## src/rtl/rbmm_pkg.sv

```systemverilog
// ----------------------------------------------------------------------------
// rbmm_pkg
// Shared widths, register indexes and controller states for the row band
// matrix multiply core.
// ----------------------------------------------------------------------------
package rbmm_pkg;

    localparam int MAX_SIZE   = 8;

    localparam int ELEM_W     = 16;
    localparam int PROD_W     = 2 * ELEM_W;
    localparam int SUM_W      = 35;
    localparam int ROW_W      = 3;

    localparam int SIZE_W     = 4;
    localparam int COUNT_W    = 4;
    localparam int INDEX_W    = 3;

    localparam int CFG_IDX_W  = 2;
    localparam int CFG_DATA_W = 4;

    localparam logic [CFG_IDX_W-1:0] REG_MATRIX_SIZE  = 2'd0;
    localparam logic [CFG_IDX_W-1:0] REG_WORKER_COUNT = 2'd1;
    localparam logic [CFG_IDX_W-1:0] REG_WORKER_INDEX = 2'd2;

    typedef enum logic [1:0] {
        ST_LOAD,
        ST_DIV,
        ST_MAC,
        ST_DRAIN
    } rbmm_state_t;

endpackage

```

## src/rtl/rbmm_operand_if.sv

```systemverilog
// ----------------------------------------------------------------------------
// rbmm_operand_if
// Input channel: one pair of A and B elements per item.
// ----------------------------------------------------------------------------
interface rbmm_operand_if;

    logic                                   valid;
    logic                                   ready;
    logic signed [rbmm_pkg::ELEM_W-1:0]     a_element;
    logic signed [rbmm_pkg::ELEM_W-1:0]     b_element;

    modport source (output valid, output a_element, output b_element, input ready);
    modport sink   (input valid, input a_element, input b_element, output ready);

endinterface

```

## src/rtl/rbmm_result_if.sv

```systemverilog
// ----------------------------------------------------------------------------
// rbmm_result_if
// Output channel: one element of the result band per item.
// ----------------------------------------------------------------------------
interface rbmm_result_if;

    logic                                   valid;
    logic                                   ready;
    logic        [rbmm_pkg::ROW_W-1:0]      row;
    logic        [rbmm_pkg::ROW_W-1:0]      column;
    logic signed [rbmm_pkg::SUM_W-1:0]      product_sum;
    logic                                   last;

    modport source (output valid, output row, output column, output product_sum,
                    output last, input ready);
    modport sink   (input valid, input row, input column, input product_sum,
                    input last, output ready);

endinterface

```

## src/rtl/rbmm_cfg_if.sv

```systemverilog
// ----------------------------------------------------------------------------
// rbmm_cfg_if
// Register write channel: register index and write data.
// ----------------------------------------------------------------------------
interface rbmm_cfg_if;

    logic                                   valid;
    logic                                   ready;
    logic [rbmm_pkg::CFG_IDX_W-1:0]         index;
    logic [rbmm_pkg::CFG_DATA_W-1:0]        data;

    modport source (output valid, output index, output data, input ready);
    modport sink   (input valid, input index, input data, output ready);

endinterface

```

## src/rtl/rbmm_ram.sv

```systemverilog
// ----------------------------------------------------------------------------
// rbmm_ram
// Generic simple dual port RAM, one write and one read port, registered read.
// ----------------------------------------------------------------------------
module rbmm_ram #(
    parameter int WIDTH = 16,
    parameter int DEPTH = 64,
    parameter int AW    = (DEPTH > 1) ? $clog2(DEPTH) : 1
) (
    input  logic             clk,
    input  logic             we,
    input  logic [AW-1:0]    waddr,
    input  logic [WIDTH-1:0] wdata,
    input  logic             re,
    input  logic [AW-1:0]    raddr,
    output logic [WIDTH-1:0] rdata
);

    logic [WIDTH-1:0] mem [DEPTH];

    always_ff @(posedge clk)
    begin
        if (we)
        begin
            mem[waddr] <= wdata;
        end
        if (re)
        begin
            rdata <= mem[raddr];
        end
    end

endmodule

```

## src/rtl/row_band_matrix_multiply_core.sv

```systemverilog
// ----------------------------------------------------------------------------
// row_band_matrix_multiply_core
// Loads two n x n matrices pair by pair, then emits its row band of C = A*B.
// ----------------------------------------------------------------------------
// Loading accepts items only in the load state; the item that completes the
// matrices is followed, for a worker index below the worker count, by a row
// split (repeated subtraction of the worker count), during which no item is
// taken. Each result element then reads one A and one B entry per cycle from
// the two element RAMs into the single multiply-accumulate path, n reads in
// all, waits for the read and product registers to empty, and moves the sum
// into the output register once that register is free or being read out. A
// band of rows x n elements is finished this way before the next load starts;
// the last result may still wait in the output register while the next
// matrices are loading. A worker index at or above the worker count loads but emits nothing.
// ----------------------------------------------------------------------------
module row_band_matrix_multiply_core #(
    parameter int MAX_SIZE = rbmm_pkg::MAX_SIZE
) (
    input  logic          clk,
    input  logic          rst_n,
    rbmm_cfg_if.sink      cfg,
    rbmm_operand_if.sink  operands,
    rbmm_result_if.source results
);

    localparam int DEPTH  = MAX_SIZE * MAX_SIZE;
    localparam int ADDR_W = (DEPTH > 1) ? $clog2(DEPTH) : 1;
    localparam int CNT_W  = $clog2(MAX_SIZE + 1);
    localparam int PW     = 2 * CNT_W;
    localparam int LC_W   = $clog2(DEPTH + 1);
    localparam int SW     = CNT_W + rbmm_pkg::INDEX_W + 1;

    rbmm_pkg::rbmm_state_t state_reg, state_next;

    logic [rbmm_pkg::SIZE_W-1:0]  matrix_size_reg;
    logic [rbmm_pkg::COUNT_W-1:0] worker_count_reg;
    logic [rbmm_pkg::INDEX_W-1:0] worker_index_reg;

    logic [LC_W-1:0]  load_count_reg, load_count_next;
    logic [CNT_W-1:0] rem_reg, rem_next;
    logic [CNT_W-1:0] base_reg, base_next;
    logic [CNT_W-1:0] r_reg, r_next;
    logic [CNT_W-1:0] row_last_reg, row_last_next;
    logic [CNT_W-1:0] j_reg, j_next;
    logic [CNT_W-1:0] k_reg, k_next;

    logic rd_valid_reg;
    logic prod_valid_reg;
    logic out_valid_reg, out_valid_next;

    logic signed [rbmm_pkg::PROD_W-1:0] prod_reg;
    logic signed [rbmm_pkg::SUM_W-1:0]  acc_reg;
    logic        [rbmm_pkg::ROW_W-1:0]  out_row_reg;
    logic        [rbmm_pkg::ROW_W-1:0]  out_column_reg;
    logic signed [rbmm_pkg::SUM_W-1:0]  out_sum_reg;
    logic                               out_last_reg;

    logic [CNT_W-1:0]             n_eff;
    logic [rbmm_pkg::COUNT_W-1:0] cnt_eff;
    logic [PW-1:0]                total;
    logic [LC_W-1:0]              wa;
    logic [LC_W-1:0]              wa_inc;
    logic                         cfg_wr;
    logic                         in_acc;
    logic                         mem_we;
    logic                         rd_issue;
    logic                         out_load;
    logic                         acc_clr;
    logic                         elem_last;
    logic [SW-1:0]                start_wide;
    logic [CNT_W-1:0]             start_calc;
    logic [CNT_W-1:0]             rows_calc;
    logic                         idx_below_rem;
    logic [PW-1:0]                a_addr_wide;
    logic [PW-1:0]                b_addr_wide;
    logic [rbmm_pkg::ELEM_W-1:0]  a_q;
    logic [rbmm_pkg::ELEM_W-1:0]  b_q;

    // effective size and worker count
    always_comb
    begin
        if (matrix_size_reg == '0)
        begin
            n_eff = CNT_W'(1);
        end
        else if (matrix_size_reg > rbmm_pkg::SIZE_W'(MAX_SIZE))
        begin
            n_eff = CNT_W'(MAX_SIZE);
        end
        else
        begin
            n_eff = CNT_W'(matrix_size_reg);
        end
        cnt_eff = (worker_count_reg == '0) ? rbmm_pkg::COUNT_W'(1) : worker_count_reg;
    end

    assign total  = PW'(n_eff) * PW'(n_eff);
    assign wa     = (PW'(load_count_reg) >= total) ? '0 : load_count_reg;
    assign wa_inc = wa + LC_W'(1);

    assign cfg.ready      = 1'b1;
    assign cfg_wr         = cfg.valid && cfg.ready;
    assign operands.ready = (state_reg == rbmm_pkg::ST_LOAD);
    assign in_acc         = operands.valid && operands.ready;

    // band placement from the finished division
    assign idx_below_rem = (CNT_W'(worker_index_reg) < rem_reg)
                           && (rbmm_pkg::INDEX_W'(rem_reg) > worker_index_reg
                               || CNT_W > rbmm_pkg::INDEX_W);
    always_comb
    begin
        start_wide = SW'(worker_index_reg) * SW'(base_reg)
                   + (idx_below_rem ? SW'(worker_index_reg) : SW'(rem_reg));
        start_calc = CNT_W'(start_wide);
        rows_calc  = base_reg + (idx_below_rem ? CNT_W'(1) : CNT_W'(0));
    end

    assign elem_last = (j_reg == n_eff - CNT_W'(1)) && (r_reg == row_last_reg);

    always_comb
    begin
        state_next      = state_reg;
        load_count_next = load_count_reg;
        rem_next        = rem_reg;
        base_next       = base_reg;
        r_next          = r_reg;
        row_last_next   = row_last_reg;
        j_next          = j_reg;
        k_next          = k_reg;
        mem_we          = 1'b0;
        rd_issue        = 1'b0;
        out_load        = 1'b0;
        acc_clr         = 1'b0;

        case (state_reg)
            rbmm_pkg::ST_LOAD:
            begin
                if (in_acc)
                begin
                    mem_we = 1'b1;
                    if (PW'(wa_inc) == total)
                    begin
                        load_count_next = '0;
                        if (rbmm_pkg::COUNT_W'(worker_index_reg) < cnt_eff)
                        begin
                            state_next = rbmm_pkg::ST_DIV;
                            rem_next   = n_eff;
                            base_next  = '0;
                        end
                    end
                    else
                    begin
                        load_count_next = wa_inc;
                    end
                end
            end
            rbmm_pkg::ST_DIV:
            begin
                if ((rbmm_pkg::COUNT_W + CNT_W)'(rem_reg)
                    >= (rbmm_pkg::COUNT_W + CNT_W)'(cnt_eff))
                begin
                    rem_next  = CNT_W'((rbmm_pkg::COUNT_W + CNT_W)'(rem_reg)
                                       - (rbmm_pkg::COUNT_W + CNT_W)'(cnt_eff));
                    base_next = base_reg + CNT_W'(1);
                end
                else if (rows_calc == '0)
                begin
                    state_next = rbmm_pkg::ST_LOAD;
                end
                else
                begin
                    r_next        = start_calc;
                    row_last_next = start_calc + rows_calc - CNT_W'(1);
                    j_next        = '0;
                    k_next        = '0;
                    acc_clr       = 1'b1;
                    state_next    = rbmm_pkg::ST_MAC;
                end
            end
            rbmm_pkg::ST_MAC:
            begin
                rd_issue = 1'b1;
                if (k_reg == n_eff - CNT_W'(1))
                begin
                    state_next = rbmm_pkg::ST_DRAIN;
                end
                else
                begin
                    k_next = k_reg + CNT_W'(1);
                end
            end
            rbmm_pkg::ST_DRAIN:
            begin
                if (!rd_valid_reg && !prod_valid_reg && (!out_valid_reg || results.ready))
                begin
                    out_load = 1'b1;
                    acc_clr  = 1'b1;
                    k_next   = '0;
                    if (j_reg == n_eff - CNT_W'(1))
                    begin
                        j_next = '0;
                        if (r_reg == row_last_reg)
                        begin
                            state_next = rbmm_pkg::ST_LOAD;
                        end
                        else
                        begin
                            r_next     = r_reg + CNT_W'(1);
                            state_next = rbmm_pkg::ST_MAC;
                        end
                    end
                    else
                    begin
                        j_next     = j_reg + CNT_W'(1);
                        state_next = rbmm_pkg::ST_MAC;
                    end
                end
            end
            default:
            begin
                state_next = rbmm_pkg::ST_LOAD;
            end
        endcase

        // new size restarts loading
        if (cfg_wr && cfg.index == rbmm_pkg::REG_MATRIX_SIZE)
        begin
            load_count_next = '0;
        end
    end

    always_comb
    begin
        if (out_load)
        begin
            out_valid_next = 1'b1;
        end
        else if (results.ready)
        begin
            out_valid_next = 1'b0;
        end
        else
        begin
            out_valid_next = out_valid_reg;
        end
    end

    always_ff @(posedge clk or negedge rst_n)
    begin
        if (!rst_n)
        begin
            state_reg <= rbmm_pkg::ST_LOAD;
        end
        else
        begin
            state_reg <= state_next;
        end
    end

    always_ff @(posedge clk or negedge rst_n)
    begin
        if (!rst_n)
        begin
            load_count_reg <= '0;
            rd_valid_reg   <= 1'b0;
            prod_valid_reg <= 1'b0;
            out_valid_reg  <= 1'b0;
        end
        else
        begin
            load_count_reg <= load_count_next;
            rd_valid_reg   <= rd_issue;
            prod_valid_reg <= rd_valid_reg;
            out_valid_reg  <= out_valid_next;
        end
    end

    always_ff @(posedge clk or negedge rst_n)
    begin
        if (!rst_n)
        begin
            matrix_size_reg  <= rbmm_pkg::SIZE_W'(8);
            worker_count_reg <= rbmm_pkg::COUNT_W'(1);
            worker_index_reg <= '0;
        end
        else if (cfg_wr)
        begin
            case (cfg.index)
                rbmm_pkg::REG_MATRIX_SIZE:
                begin
                    matrix_size_reg <= cfg.data;
                end
                rbmm_pkg::REG_WORKER_COUNT:
                begin
                    worker_count_reg <= cfg.data;
                end
                rbmm_pkg::REG_WORKER_INDEX:
                begin
                    worker_index_reg <= cfg.data[rbmm_pkg::INDEX_W-1:0];
                end
                default:
                begin
                end
            endcase
        end
    end

    // datapath registers
    always_ff @(posedge clk)
    begin
        rem_reg      <= rem_next;
        base_reg     <= base_next;
        r_reg        <= r_next;
        row_last_reg <= row_last_next;
        j_reg        <= j_next;
        k_reg        <= k_next;
        if (rd_valid_reg)
        begin
            prod_reg <= $signed(a_q) * $signed(b_q);
        end
        if (acc_clr)
        begin
            acc_reg <= '0;
        end
        else if (prod_valid_reg)
        begin
            acc_reg <= acc_reg + rbmm_pkg::SUM_W'(prod_reg);
        end
        if (out_load)
        begin
            out_row_reg    <= rbmm_pkg::ROW_W'(r_reg);
            out_column_reg <= rbmm_pkg::ROW_W'(j_reg);
            out_sum_reg    <= acc_reg;
            out_last_reg   <= elem_last;
        end
    end

    assign a_addr_wide = PW'(r_reg) * PW'(n_eff) + PW'(k_reg);
    assign b_addr_wide = PW'(k_reg) * PW'(n_eff) + PW'(j_reg);

    rbmm_ram #(
        .WIDTH (rbmm_pkg::ELEM_W),
        .DEPTH (DEPTH)
    ) u_a_ram (
        .clk   (clk),
        .we    (mem_we),
        .waddr (ADDR_W'(wa)),
        .wdata (operands.a_element),
        .re    (rd_issue),
        .raddr (ADDR_W'(a_addr_wide)),
        .rdata (a_q)
    );

    rbmm_ram #(
        .WIDTH (rbmm_pkg::ELEM_W),
        .DEPTH (DEPTH)
    ) u_b_ram (
        .clk   (clk),
        .we    (mem_we),
        .waddr (ADDR_W'(wa)),
        .wdata (operands.b_element),
        .re    (rd_issue),
        .raddr (ADDR_W'(b_addr_wide)),
        .rdata (b_q)
    );

    assign results.valid       = out_valid_reg;
    assign results.row         = out_row_reg;
    assign results.column      = out_column_reg;
    assign results.product_sum = out_sum_reg;
    assign results.last        = out_last_reg;

    a_load_count_in_range: assert property (
        @(posedge clk) disable iff (!rst_n)
        PW'(load_count_reg) < total
    ) else $error("load count reached matrix size");

    a_pipe_empty_in_load: assert property (
        @(posedge clk) disable iff (!rst_n)
        state_reg == rbmm_pkg::ST_LOAD |-> !rd_valid_reg && !prod_valid_reg
    ) else $error("multiply pipeline busy while loading");

    a_mac_in_band: assert property (
        @(posedge clk) disable iff (!rst_n)
        state_reg == rbmm_pkg::ST_MAC |-> r_reg <= row_last_reg && k_reg < n_eff
    ) else $error("read index outside band");

    a_last_ends_band: assert property (
        @(posedge clk) disable iff (!rst_n)
        out_load && elem_last |=> state_reg == rbmm_pkg::ST_LOAD
    ) else $error("band did not end after last element");

endmodule
```

## src/flat_wrapper.sv

```systemverilog
// flat-port wrapper written by rule: the top's interface ports become plain ports
module row_band_matrix_multiply_core_flat 
#(
    parameter int MAX_SIZE = rbmm_pkg::MAX_SIZE
)
  (clk, rst_n, cfg_valid, cfg_index, cfg_data, cfg_ready, operands_valid, operands_a_element, operands_b_element, operands_ready, results_valid, results_row, results_column, results_product_sum, results_last, results_ready);
  rbmm_cfg_if cfg_i ();
  rbmm_operand_if operands_i ();
  rbmm_result_if results_i ();
  input  logic clk;
  input  logic rst_n;
  input wire logic [$bits(cfg_i.valid)-1:0] cfg_valid;
  input wire logic [$bits(cfg_i.index)-1:0] cfg_index;
  input wire logic [$bits(cfg_i.data)-1:0] cfg_data;
  output wire logic [$bits(cfg_i.ready)-1:0] cfg_ready;
  input wire logic [$bits(operands_i.valid)-1:0] operands_valid;
  input wire logic [$bits(operands_i.a_element)-1:0] operands_a_element;
  input wire logic [$bits(operands_i.b_element)-1:0] operands_b_element;
  output wire logic [$bits(operands_i.ready)-1:0] operands_ready;
  output wire logic [$bits(results_i.valid)-1:0] results_valid;
  output wire logic [$bits(results_i.row)-1:0] results_row;
  output wire logic [$bits(results_i.column)-1:0] results_column;
  output wire logic [$bits(results_i.product_sum)-1:0] results_product_sum;
  output wire logic [$bits(results_i.last)-1:0] results_last;
  input wire logic [$bits(results_i.ready)-1:0] results_ready;
  assign cfg_i.valid = cfg_valid;
  assign cfg_i.index = cfg_index;
  assign cfg_i.data = cfg_data;
  assign cfg_ready = cfg_i.ready;
  assign operands_i.valid = operands_valid;
  assign operands_i.a_element = operands_a_element;
  assign operands_i.b_element = operands_b_element;
  assign operands_ready = operands_i.ready;
  assign results_valid = results_i.valid;
  assign results_row = results_i.row;
  assign results_column = results_i.column;
  assign results_product_sum = results_i.product_sum;
  assign results_last = results_i.last;
  assign results_i.ready = results_ready;
  row_band_matrix_multiply_core #(.MAX_SIZE(MAX_SIZE)) u_core (.clk(clk), .rst_n(rst_n), .cfg(cfg_i), .operands(operands_i), .results(results_i));
endmodule
```

## config.mk

```make
export PLATFORM = sky130hd
export DESIGN_NAME = row_band_matrix_multiply_core_flat
export DESIGN_NICKNAME = d
export VERILOG_FILES = /design/src/rtl/rbmm_pkg.sv /design/src/rtl/rbmm_operand_if.sv /design/src/rtl/rbmm_result_if.sv /design/src/rtl/rbmm_cfg_if.sv /design/src/rtl/rbmm_ram.sv /design/src/rtl/row_band_matrix_multiply_core.sv /design/src/flat_wrapper.sv
export SDC_FILE = /design/constraint.sdc
export NUM_CORES = 2
export LEC_CHECK = 0
export BUFFER_PORTS_ARGS = -buffer_cell sky130_fd_sc_hd__buf_2
export CELL_PAD_IN_SITES_DETAIL_PLACEMENT = 1
export CELL_PAD_IN_SITES_GLOBAL_PLACEMENT = 2
export CORE_UTILIZATION = 54
export DETAILED_ROUTE_END_ITERATION = 16
export GPL_ROUTABILITY_DRIVEN = 0
export PLACE_DENSITY = 0.84
export SYNTH_ARGS = -nofsm -noshare
export SYNTH_HDL_FRONTEND = slang
export SYNTH_SLANG_ARGS = --single-unit
```

## constraint.sdc

```tcl
create_clock -name clk -period 19.13 [get_ports clk]
set_input_delay 1.913 -clock clk [delete_from_list [all_inputs] [get_ports clk]]
set_output_delay 1.913 -clock clk [all_outputs]
set_load 0.005 [all_outputs]
```

* Word level (Yosys, flattened, before mapping)
Memory sizes are Yosys's and may differ from the RTL's. A register that Yosys moved wholly into a read port is not among the register bits. Index checks and enable logic that the tools add are counted.
Word-level totals: word-level logic and storage cells 154, bits of input ports 43, memories kept 2, bits in writable memories 2048, register bits after elaboration 156
Cells by class: multiplexer cells 56, multipliers 5, reduce and logical (&&, ||, !) cells 30, eq/ne operators 20, order comparisons 5, add/subtract/negate cells 14, bitwise operators 2
Memory list:
- u_core.u_a_ram.mem | words 64, bits a word 16, rd ports 1, clocked after memory_dff 1, write ports 1, line rbmm_ram.sv:19 | logic [WIDTH-1:0] mem [DEPTH];
- u_core.u_b_ram.mem | words 64, bits a word 16, rd ports 1, clocked after memory_dff 1, write ports 1, line rbmm_ram.sv:19
Operators by type and width (number):
- $mux 4 | 23
- $add 35x32->35 | 1
- $mux 7 | 5
- $mul 16x16->32 | 1
- $pmux 4 s2 | 4
- $mux 2 | 9
- $add 4x1->4 const B | 4
- $ne 2x2->1 const B | 7
- $add 4x4->4 | 3
- $add 6x4->6 | 2
- $eq 4x4->1 | 3
- $logic_not 4->1 | 3
- $mul 4x4->6 | 2
- $mux 1 | 12
- $pmux 4 s3 | 1
- $reduce_and 6->1 | 2
- $reduce_and 5->1 | 2
- $reduce_bool 2->1 | 5
- $eq 7x8->1 | 1
- $ge 7x8->1 | 1
- $lt 3x4->1 | 2
- $mul 4x4->8 | 1
- $ne 2x1->1 const B | 4
- $pmux 2 s4 | 1
- other kinds (18) | 33

* Depth between registers and ports, before layout
depth after elaboration 12, depth in mapped cells 25, mapped depth without buffers 23

* Modules after synthesis
From an unflattened synthesis, not the netlist that was laid out.
Unflattened totals: cells, all modules 5625, area, all modules 99641.8 um^2
By module, submodules not included:
- rbmm_ram | times used 2, area an instance 40202.3 um^2, seq. area each 31230.0 um^2, cells each 1829
- row_band_matrix_multiply_core | times used 1, area an instance 19237.2 um^2, seq. area each 4221.5 um^2, cells each 1967

* Worst setup path after synthesis
Ideal clock, no wire load.
path type register to register, start point register u_core.matrix_size_reg[3] (netlist name), end point memory u_core.u_a_ram.mem[31][0], enable pin, setup slack 12016 ps, data arrival time 6612 ps, path buffers 3, stages on the path, launching flop included 18, data required time 18628 ps, cell sequence dfstp_2 -> clkbuf_1 -> nor2b_1 -> clkbuf_1 -> nor2b_1 -> and2_1 -> ha_1 -> a21o_1 -> a21oi_1 -> xor2_1 -> ha_1 -> o21a_1 -> nor2_1 -> a21o_1 -> buf_4 -> and3_1 -> nand3_1 -> nor4_1
On the way: word-level cells in the longest chain between the ends 6, elaborated cells between the ends (all ways) 7
RTL lines:
- from (decl) | line row_band_matrix_multiply_core.sv:35 | logic [rbmm_pkg::SIZE_W-1:0] matrix_size_reg;
- from (signal assigned) | line row_band_matrix_multiply_core.sv:282 | matrix_size_reg <= rbmm_pkg::SIZE_W'(8);
- from (signal assigned) | line row_band_matrix_multiply_core.sv:291 | matrix_size_reg <= cfg.data;
- $gt 4x4->1 | line row_band_matrix_multiply_core.sv:86 | else if (matrix_size_reg > rbmm_pkg::SIZE_W'(MAX_SIZE))
- $mux 4 | line row_band_matrix_multiply_core.sv:86
- $mux 4 * | line row_band_matrix_multiply_core.sv:82 | if (matrix_size_reg == '0)
- $mul 4x4->8 * | line row_band_matrix_multiply_core.sv:97 | assign total = PW'(n_eff) * PW'(n_eff);
- $ge 7x8->1 * | line row_band_matrix_multiply_core.sv:98 | assign wa = (PW'(load_count_reg) >= total) ? '0 : load_count_reg;
- $mux 7 * | line row_band_matrix_multiply_core.sv:98
- to (decl) | line rbmm_ram.sv:19
Mark *: on every way between the ends. The rest lies on a longest branch, timed or not.

* Final worst setup path
start point register u_core.u_a_ram.rdata[11], read port of u_core.u_a_ram.mem, end point register u_core.prod_reg[31] (netlist name) (data pin)
On the way: word-level cells in the longest chain between the ends 1
RTL lines:
- from (decl) | line rbmm_ram.sv:16 | output logic [WIDTH-1:0] rdata
- $mul 16x16->32 | line row_band_matrix_multiply_core.sv:319 | prod_reg <= $signed(a_q) * $signed(b_q);
- to (signal assigned) | line row_band_matrix_multiply_core.sv:319
- to (decl) | line row_band_matrix_multiply_core.sv:51 | logic signed [rbmm_pkg::PROD_W-1:0] prod_reg;
No other way between the ends. A chain may end at the register's enable or synchronous reset.

==> impl_metrics.env <==
export IMPL_critPathLaunch="u_core.u_a_ram.rdata[11]$_DFFE_PP_"
export IMPL_ys_ff_latch=2236
export IMPL_worst_path_largest_cell_delay_ns=1.02
export IMPL_max_slew_headroom=0.0413
export IMPL_netlist_area_before_placement_um2=98200
export IMPL_filler_cell_count=15300
export IMPL_crit_required_ns=19.68
export IMPL_post_drt_via_cell_ratio=6.40
export IMPL_cts_setup_buffers=0
export IMPL_post_cts_resized_instances=0
export IMPL_floorplan_initialDensity=0.543
export IMPL_worst_endpoint_arrival_ns=7.94
export IMPL_cts_tree="built"
export IMPL_clockRootBuffer="sky130_fd_sc_hd__clkbuf_16"
export IMPL_die_area_um2=184000
export IMPL_number_of_enable_flip_flop_cells_after_synthesis=2178
export IMPL_worst_skew_pair_late_latency_ns=0.88
export IMPL_io_buffers=86
export IMPL_multi_input_comb_area_um2=29800
export IMPL_cells_after_synthesis=5067
export IMPL_design_final_nets=5755
export IMPL_worstSetupEndpointType="register"
export IMPL_worst_hold_startpoint="u_core.acc_reg[9]$_SDFFE_PP0P_"
export IMPL_grt_first_pass_wirelength_um=372000
export IMPL_core_um2=181000
export IMPL_design_portCount=88
export IMPL_cts_buffers=215
export IMPL_layout_drive_gt1_share=0.237
export IMPL_timing_setup_critical_path_class="reg -> reg"
export IMPL_syn_avg_cell_area_um2=19.4
export IMPL_post_synth_num_cell_types=79
export IMPL_place_hpwl_um=142000
export IMPL_worstPathMaxFanout=16
export IMPL_maxCapViolCount=0
export IMPL_placementRows=156
export IMPL_clk_transition_reported_paths_ns=0.07
export IMPL_drt_drc_violations_left=0
export IMPL_peak_freq_mhz=135
export IMPL_via_count_of_the_first_global_routing_pass=53000
export IMPL_largestRegisters="u_core.u_a_ram.mem x1024, u_core.u_b_ram.mem x1024"
export IMPL_highest_count_cells_in_the_layout_ignoring_fill_and_taps="sky130_fd_sc_hd__edfxtp_1, sky130_fd_sc_hd__mux4_2, sky130_fd_sc_hd__inv_1"
export IMPL_setup_total_negative_slack_ns=0
export IMPL_dr_first_iter_drc_count=5562
export IMPL_routed_via_count=50000
export IMPL_yosysSeqAreaShare=0.679
export IMPL_htree_num_levels=4
export IMPL_result_of_the_run="completed"
export IMPL_clock_sinks=2236
export IMPL_timing_critical_path_slowest_stage_cell="sky130_fd_sc_hd__edfxtp_1"
export IMPL_firstDrtPassIters=6
export IMPL_unrepaired_setup_endpoints_after_global_routing="false"
export IMPL_mostFrequentLayoutCell="sky130_fd_sc_hd__edfxtp_1"
export IMPL_grt_total_usage=0.284
export IMPL_postRouteAntennaNets=0
export IMPL_layout_worst_path_cycle_share=0.386
export IMPL_grt_max_degree=113
export IMPL_hold_viol=0
export IMPL_cts_hold_fix_buffers=0
export IMPL_fin_util=0.606
export IMPL_antenna_found_initial=9
export IMPL_reg2reg_slack_ns=11.74
export IMPL_cp_cell_sequence="nand2_1, fa_1, inv_1, fa_1, fa_1, fa_1, inv_1, fa_1, inv_1, fa_1, ha_1, a21o_1, a21o_1, a2111oi_0, o211ai_1, a31o_2, a21oi_1, o31ai_1, a21oi_1, xnor2_1"
export IMPL_timing_rr_start="u_core.u_a_ram.rdata[11]$_DFFE_PP_"
export IMPL_tightest_pin_transition_ns=1.43
export IMPL_die_width_um=428
export IMPL_post_drt_wl_per_cell_um=33.0
export IMPL_timing_final_max_slew_violations=0
export IMPL_synthToLayoutAreaGrowth_pct=11.5
export IMPL_setup_viol=0
export IMPL_hp_class="reg -> reg"
export IMPL_ff_latch_area_um2=66700
export IMPL_die_height_um=428
export IMPL_routed_wl_um=258000
export IMPL_synth_main_ff_cell="sky130_fd_sc_hd__edfxtp_1"
export IMPL_finalClockSkew_ns=0.107
export IMPL_start_kind="register"
export IMPL_layout_min_cycle_time_ns=7.39
export IMPL_max_clock_path_buffers=3
export IMPL_cpMostUsedCell="sky130_fd_sc_hd__fa_1"
export IMPL_global_route_overflow_total=0
export IMPL_yosysWarningCount=0
export IMPL_postSynth_asyncResetShare=0.0103
-- critical path: cells and delay by family (launching register included) --
family	cells	cell delay [ns]
adders and majority gates	7	3.44
AOI/OAI and AO/OA	8	2.14
DFF	1	1.02
and+or+nand+nor	1	0.18
buffers and inverters	3	0.16
xor gates and xnor gates	1	0.09
-- area by class of cell --
class                      count  share of cell area
antenna                        4           0.0000914
clock buffer                 244              0.0504
clock inverter               160              0.0169
inverter                     355              0.0122
multi-input combinational   2253               0.273
sequential                  2236               0.609
tap                         2370              0.0271
timing repair buffer         196              0.0118
-- cells in the mapped netlist, types with 50 or more instances --
| cell type | count | area share |
|---|---|---|
| sky130_fd_sc_hd__xnor2_1 | 80 | 0.0071 |
| sky130_fd_sc_hd__clkbuf_1 | 152 | 0.0058 |
| sky130_fd_sc_hd__nand2_1 | 193 | 0.0074 |
| sky130_fd_sc_hd__and2_1 | 139 | 0.0089 |
| sky130_fd_sc_hd__edfxtp_1 | 2178 | 0.67 |
| sky130_fd_sc_hd__ha_1 | 174 | 0.022 |
| sky130_fd_sc_hd__fa_1 | 281 | 0.057 |
| sky130_fd_sc_hd__a21oi_1 | 107 | 0.0055 |
| sky130_fd_sc_hd__nor2_1 | 143 | 0.0055 |
| sky130_fd_sc_hd__mux2i_1 | 56 | 0.0057 |
| sky130_fd_sc_hd__buf_2 | 50 | 0.0025 |
| sky130_fd_sc_hd__inv_1 | 352 | 0.013 |
| sky130_fd_sc_hd__mux4_2 | 640 | 0.15 |
-- metal layers --
| layer | part of all wire | GRT usage |
|---|---|---|
| met1 | 0.39 | 0.387 |
| met2 | 0.50 | 0.472 |
| met3 | 0.080 | 0.0450 |
| met4 | 0.035 | 0.0967 |
| met5 | 0.000047 | 0 |
-- cells by family (layout without fill, tap and decap cells) --
kind of cell / after synthesis / count (layout) / share of synthesized area
buf+inv: 579 / 955 / 0.0231
mux: 707 / 707 / 0.154
xor+xnor: 114 / 114 / 0.0103
other cells: 2 / 7 / 0.0000765
fa+ha+maj: 455 / 455 / 0.0795
compound gates: 312 / 312 / 0.0207
flops: 2236 / 2236 / 0.679
simple gates: 662 / 662 / 0.0334
-- path summary, 6_finish.rpt --
| path | end | depth (start not counted) |
|---|---|---|
| worst max-delay path | u_core.prod_reg[31]$_DFFE_PP_ | 20 |
| worst min-delay path | u_core.results.product_sum[9]$_DFFE_PP_ | 0 |
| worst max register to register | u_core.prod_reg[31]$_DFFE_PP_ | 20 |
| worst min register to register | u_core.results.product_sum[9]$_DFFE_PP_ | 0 |
| max in group asynchronous | u_core.prod_valid_reg$_DFF_PN0_ | 1 |
| min in group asynchronous | u_core.load_count_reg[4]$_DFFE_PN0P_ | 1 |
-- stage by stage --
| step | hold slack, ns | area, um2 | cells | setup WS, ns |
|---|---|---|---|---|
| after floorplan | 0.424 | 98200 | 5068 | 12.02 |
| after global placement | 0.453 | 102000 | 7410 | 11.79 |
| after detailed placement | 0.461 | 102000 | 7410 | 11.82 |
| after CTS | 0.474 | 110000 | 7814 | 11.73 |
| after global routing | 0.486 | 110000 | 7816 | 11.52 |
| final | 0.467 | 110000 | 7818 | 11.74 |
Power is not shown: default switching activity piles up to over one toggle a cycle in this logic, so the estimate is an artifact.
